$ cat config.mk
export PLATFORM = sky130hd
export DESIGN_NAME = kgsq_ctrl
export DESIGN_NICKNAME = d
export VERILOG_FILES = /design/src/rtl/kgsq_pkg.sv /design/src/rtl/kgsq_ctrl.sv
export SDC_FILE = /design/constraint.sdc
export NUM_CORES = 1
export LEC_CHECK = 0
export BUFFER_PORTS_ARGS = -buffer_cell sky130_fd_sc_hd__buf_4
export CAP_MARGIN = 40
export CELL_PAD_IN_SITES_DETAIL_PLACEMENT = 1
export CELL_PAD_IN_SITES_GLOBAL_PLACEMENT = 1
export CORE_MARGIN = 3
export CORE_UTILIZATION = 21
export DETAILED_ROUTE_END_ITERATION = 16
export HOLD_SLACK_MARGIN = 0.02
export PLACE_DENSITY = 0.73
export SKIP_CTS_REPAIR_TIMING = 1
export SYNTH_ARGS = -nofsm -noshare
export SYNTH_HDL_FRONTEND = slang
export SYNTH_SLANG_ARGS = --single-unit
$ cat constraint.sdc
create_clock -name clk -period 1.8 [get_ports clk]
set_input_delay 0.27 -clock clk [delete_from_list [all_inputs] [get_ports clk]]
set_output_delay 0.27 -clock clk [all_outputs]
set_load 0.01 [all_outputs]
$ cat src/rtl/kgsq_pkg.sv
`timescale 1ns / 1ps

package kgsq_pkg;

  localparam int SEQ_W  = 16;
  localparam int HDL_W  = 16;
  localparam int LEN_W  = 11;
  localparam int REQ_W  = 2;
  localparam int STAT_W = 3;
  localparam int CFG_IDX_W = 1;

  localparam logic [REQ_W-1:0] REQ_PUSH = 2'd0;
  localparam logic [REQ_W-1:0] REQ_POP  = 2'd1;
  localparam logic [REQ_W-1:0] REQ_PEEK = 2'd2;

  localparam logic [CFG_IDX_W-1:0] CFG_QUEUE_ENABLED  = 1'd0;
  localparam logic [CFG_IDX_W-1:0] CFG_VIEWER_PRESENT = 1'd1;

  typedef enum logic [STAT_W-1:0] {
    ST_OK       = 3'd0,
    ST_DUP      = 3'd1,
    ST_GATED    = 3'd2,
    ST_FULL     = 3'd3,
    ST_DISABLED = 3'd4,
    ST_EMPTY    = 3'd5,
    ST_ZERO_LEN = 3'd6
  } status_t;

  typedef enum logic [1:0] {
    OP_NONE,
    OP_INSERT,
    OP_FLUSH_INSERT,
    OP_REMOVE
  } op_t;

  typedef enum logic [1:0] {
    S_IDLE,
    S_CMP,
    S_EXEC
  } state_t;

  typedef struct packed {
    logic             key;
    logic [LEN_W-1:0] len;
    logic [HDL_W-1:0] handle;
    logic [SEQ_W-1:0] seq;
  } entry_t;

  typedef struct packed {
    logic    capture;
    logic    compare;
    logic    load;
    logic    clear;
    op_t     op;
    status_t status;
    logic    entry_valid;
    logic    prepared;
  } cmd_t;

  typedef struct packed {
    logic [REQ_W-1:0] req_type;
    logic             len_zero;
    logic             req_key;
    logic             dup;
    logic             full;
    logic             empty;
    logic             head_key;
    logic             new_head_key;
    logic             pop_head_key;
    logic             out_free;
  } dp_stat_t;

endpackage

$ cat src/rtl/kgsq_ctrl.sv
`timescale 1ns / 1ps

module kgsq_ctrl
  import kgsq_pkg::*;
(
  input  logic     clk,
  input  logic     rst,
  input  logic     in_valid,
  output logic     in_ready,
  input  logic     queue_enabled,
  input  logic     viewer_present,
  input  logic     cfg_clear,
  input  dp_stat_t stat,
  output cmd_t     cmd
);

  state_t state, state_next;

  always_ff @(posedge clk) begin
    if (rst) begin
      state <= S_IDLE;
    end else begin
      state <= state_next;
    end
  end

  always_comb begin
    state_next = state;
    unique case (state)
      S_IDLE: if (in_valid) state_next = S_CMP;
      S_CMP:  state_next = S_EXEC;
      S_EXEC: if (stat.out_free) state_next = S_IDLE;
      default: state_next = S_IDLE;
    endcase
  end

  always_comb begin
    op_t     op;
    status_t st;
    logic    ev;
    logic    prep;
    op   = OP_NONE;
    st   = ST_OK;
    ev   = 1'b0;
    prep = 1'b0;
    unique case (stat.req_type) inside
      REQ_PUSH: begin
        if (stat.len_zero) begin
          st = ST_ZERO_LEN;
        end else if (!queue_enabled) begin
          st = ST_DISABLED;
        end else if (stat.dup) begin
          st = ST_DUP;
        end else if (viewer_present) begin
          if (stat.full) begin
            st = ST_FULL;
          end else begin
            op   = OP_INSERT;
            prep = stat.new_head_key;
          end
        end else if (stat.req_key) begin
          op   = OP_FLUSH_INSERT;
          prep = 1'b1;
        end else if (!stat.head_key) begin
          st = ST_GATED;
        end else if (stat.full) begin
          st = ST_FULL;
        end else begin
          op = OP_INSERT;
        end
      end
      REQ_POP, REQ_PEEK: begin
        if (!queue_enabled) begin
          st = ST_DISABLED;
        end else if (stat.empty) begin
          st = ST_EMPTY;
        end else begin
          ev = 1'b1;
          if (stat.req_type == REQ_POP) begin
            op   = OP_REMOVE;
            prep = stat.pop_head_key;
          end
        end
      end
      default: begin
      end
    endcase

    in_ready        = (state == S_IDLE);
    cmd.capture     = (state == S_IDLE) && in_valid;
    cmd.compare     = (state == S_CMP);
    cmd.load        = (state == S_EXEC) && stat.out_free;
    cmd.clear       = cfg_clear;
    cmd.op          = op;
    cmd.status      = st;
    cmd.entry_valid = ev;
    cmd.prepared    = prep;
  end

endmodule

==> impl_metrics.tcl <==
set metrics [dict create \
    outcome "complete, no violations" \
    irDropWorstVdd_mv 0.220 \
    grt_pass1_wl_mm 1.70 \
    setup_viol 0 \
    cts.sinks 2 \
    max_freq_ghz 0.559 \
    regMostFlops "state" \
    ys_seq_area_share_pct 12.9 \
    synth.lib_cells_used.distinct 23 \
    clk_pin_slew_ps 30 \
    hold_depth 2 \
    maxCapViolations 0 \
    grt_max_degree 6 \
    placed_cell_area_um2 532 \
    dieWidth_um 44.4 \
    final-hold-violation-count 0 \
    end_kind "primary output" \
    reg.largest.list "state: 2 flops" \
    holdCritStartpoint "rst" \
    syn_area_per_cell_um2 7.39 \
    vias 427 \
    vias_per_cell 4.80 \
    seqPwrFrac_pct 17.9 \
    finalCritPeriodShare_pct 99.3 \
    grt.total_usage_pct 12.6 \
    slew_viol_final 0 \
    clock_skew_ps 3.99 \
    synth-seq-cells 2 \
    drt-initial-drc-count 0 \
    die_area_um2 1970 \
    p_total_mw 0.277 \
    clk_latency_ps 240 \
    path_max_fanout 3 \
    io_buffers 26 \
    start_util_pct 23.0 \
    core_um2 1350 \
    crit_required_ps 1530 \
    finalNetCount 96 \
    rows 13 \
    gp_congestion 0.663 \
    yosys_warnings 0 \
    p_sw_mw 0.0841 \
    ant_nets 0 \
    r2r_cells 3 \
    die_h_um 44.4 \
    crit_type "primary input to primary output" \
    grt-ovfl-total 0 \
    clkPwrFrac_pct 38.9 \
    syn_inst 42 \
    worstMarginPinSlew_ps 237 \
    dr.pass1.iters 1 \
    regToRegStartpoint "state[0]" \
    setup_ws_ps 12.3 \
    clock_path_buffers 2 \
    area_growth_pct 94.8 \
    htree_levels 1 \
    relSlewSlack_pct 84.2 \
    root_buffer "clkbuf_4" \
    drc 0 \
    routed_wl_mm 1.15 \
    netlist_area_um2 310 \
    intPower_mw 0.193 \
    cts_tree "done" \
    start_kind "primary input" \
    dp_slack_ps -81.5 \
    cts_buffers 3 \
    critPathArrivalTime_ps 1520 \
    drive_gt1_share_pct 55.4 \
    rsz0062_at_grt "yes" \
    finish.utilization_pct 44.8 \
    place_hpwl_um 925 \
    p_sw_share_pct 30.4 \
    mappedNetlistNets 62 \
    largest_reg_flops 2 \
    hp-class "primary input to register" \
    power.density_nw_per_um2 458 \
    leakage_nw 0.297 \
    wire_per_inst_um 12.9 \
    post-route-min-period_ps 1790 \
    combinationalPowerShare_pct 43.2 \
    n_antenna_cell 0 \
    antenna_found_initial 0 \
    worstReg2RegEnd "state[0]" \
    boundaryPins 29 \
    design_area_um2 604 \
    rrSetupSlack_ps 1000 \
    grt_pass1_vias 411 \
    hold_path_end "state[0]" \
]
==> how the worst max path moves through the flow <==
stage | startpoint | endpoint
6_report | stat[9] | cmd[0]
5_1_grt | stat[9] | cmd[0]
4_1_cts | stat[10] | cmd[0]
3_5_place_dp | stat[10] | cmd[0]
3_3_place_gp | stat[9] | cmd[0]
2_1_floorplan | stat[10] | cmd[0]
==> cells by family (layout without fill, tap and decap cells) <==
family | after synthesis | after routing | synth area share, %
flip-flops | 2 | 2 | 12.9
adder cells (fa/ha/maj) | 3 | 3 | 12.1
AND/OR/NAND/NOR | 21 | 21 | 44.4
AO/OA/AOI/OAI | 10 | 10 | 22.2
buffers and inverters | 6 | 38 | 8.47
==> per-stage QoR <==
step,cells,hold slack (ps),TNS [ps]
final,89,200,0
after global routing,89,203,-28.6
after CTS,87,192,-135
after detailed placement,84,443,-136
after global placement,84,439,-26.6
after floorplan,42,342,0
==> layout by cell type (no fill, tap or decap), types with 2 or more instances in the layout <==
cell type  synthesis  routed
buf_4              1      28
nor2_1             4       4
o21ai_0            4       4
nor2b_1            3       3
inv_1              5       3
clkbuf_4           0       3
inv_4              0       2
nand2_1            2       2
o21bai_1           2       2
nor3b_1            2       2
and2_1             2       2
buf_8              0       2
dfxtp_1            2       2
==> cells in the mapped netlist <==
cell type  n  area [um2]
ha_1       3        37.5
nand2_1    2        7.51
a21oi_1    1        5.00
or4b_4     1        13.8
nand3_1    1        5.00
o21ai_0    4        20.0
o22ai_2    1        12.5
nand4b_1   1        8.76
and3b_1    1        8.76
buf_4      1        7.51
and2_1     2        12.5
inv_1      5        18.8
o21bai_1   2        15.0
a41oi_1    1        8.76
nor2_1     4        15.0
nand2_2    1        6.26
nand3b_1   1        7.51
dfxtp_1    2        40.0
nor2b_1    3        18.8
o211ai_1   1        7.51
nand2b_1   1        6.26
and4bb_2   1        12.5
nor3b_1    2        15.0
==> area by class of cell <==
cell class / instances / area (um2)
multi-input combinational: 34 / 259
inverter: 5 / 23.8
tap: 15 / 18.8
fill: 186 / 746
timing repair buffer: 30 / 240
clock buffer: 3 / 22.5
sequential: 2 / 40.0
==> power by group through the flow <==
stage	Clock [mW]	Sequential, mW	Combinational (mW)
6_report	0.108	0.0495	0.120
5_1_grt	0.118	0.0500	0.131
4_1_cts	0.115	0.0497	0.108
3_5_place_dp	0	0.0503	0.107
3_3_place_gp	0	0.0501	0.104
2_1_floorplan	0	0.0497	0.0443
==> layer usage <==
| metal | wire length, um | vias to the layer above | global-route usage (%) |
|---|---|---|---|
| li1 | - | 211 | - |
| met1 | 430 | 190 | 12.2 |
| met2 | 592 | 21 | 21.2 |
| met3 | 80 | 5 | 2.85 |
| met4 | 46 | 0 | 12.7 |
| met5 | 0 | - | 0 |
==> worst max-delay path: stages <==
cell	delay, ps
buf_8	80
inv_4	30
ha_4	260
nand2_2	50
or4b_4	500
o22ai_2	180
buf_4	140
Note: power is estimated with default switching activity, not from simulation.
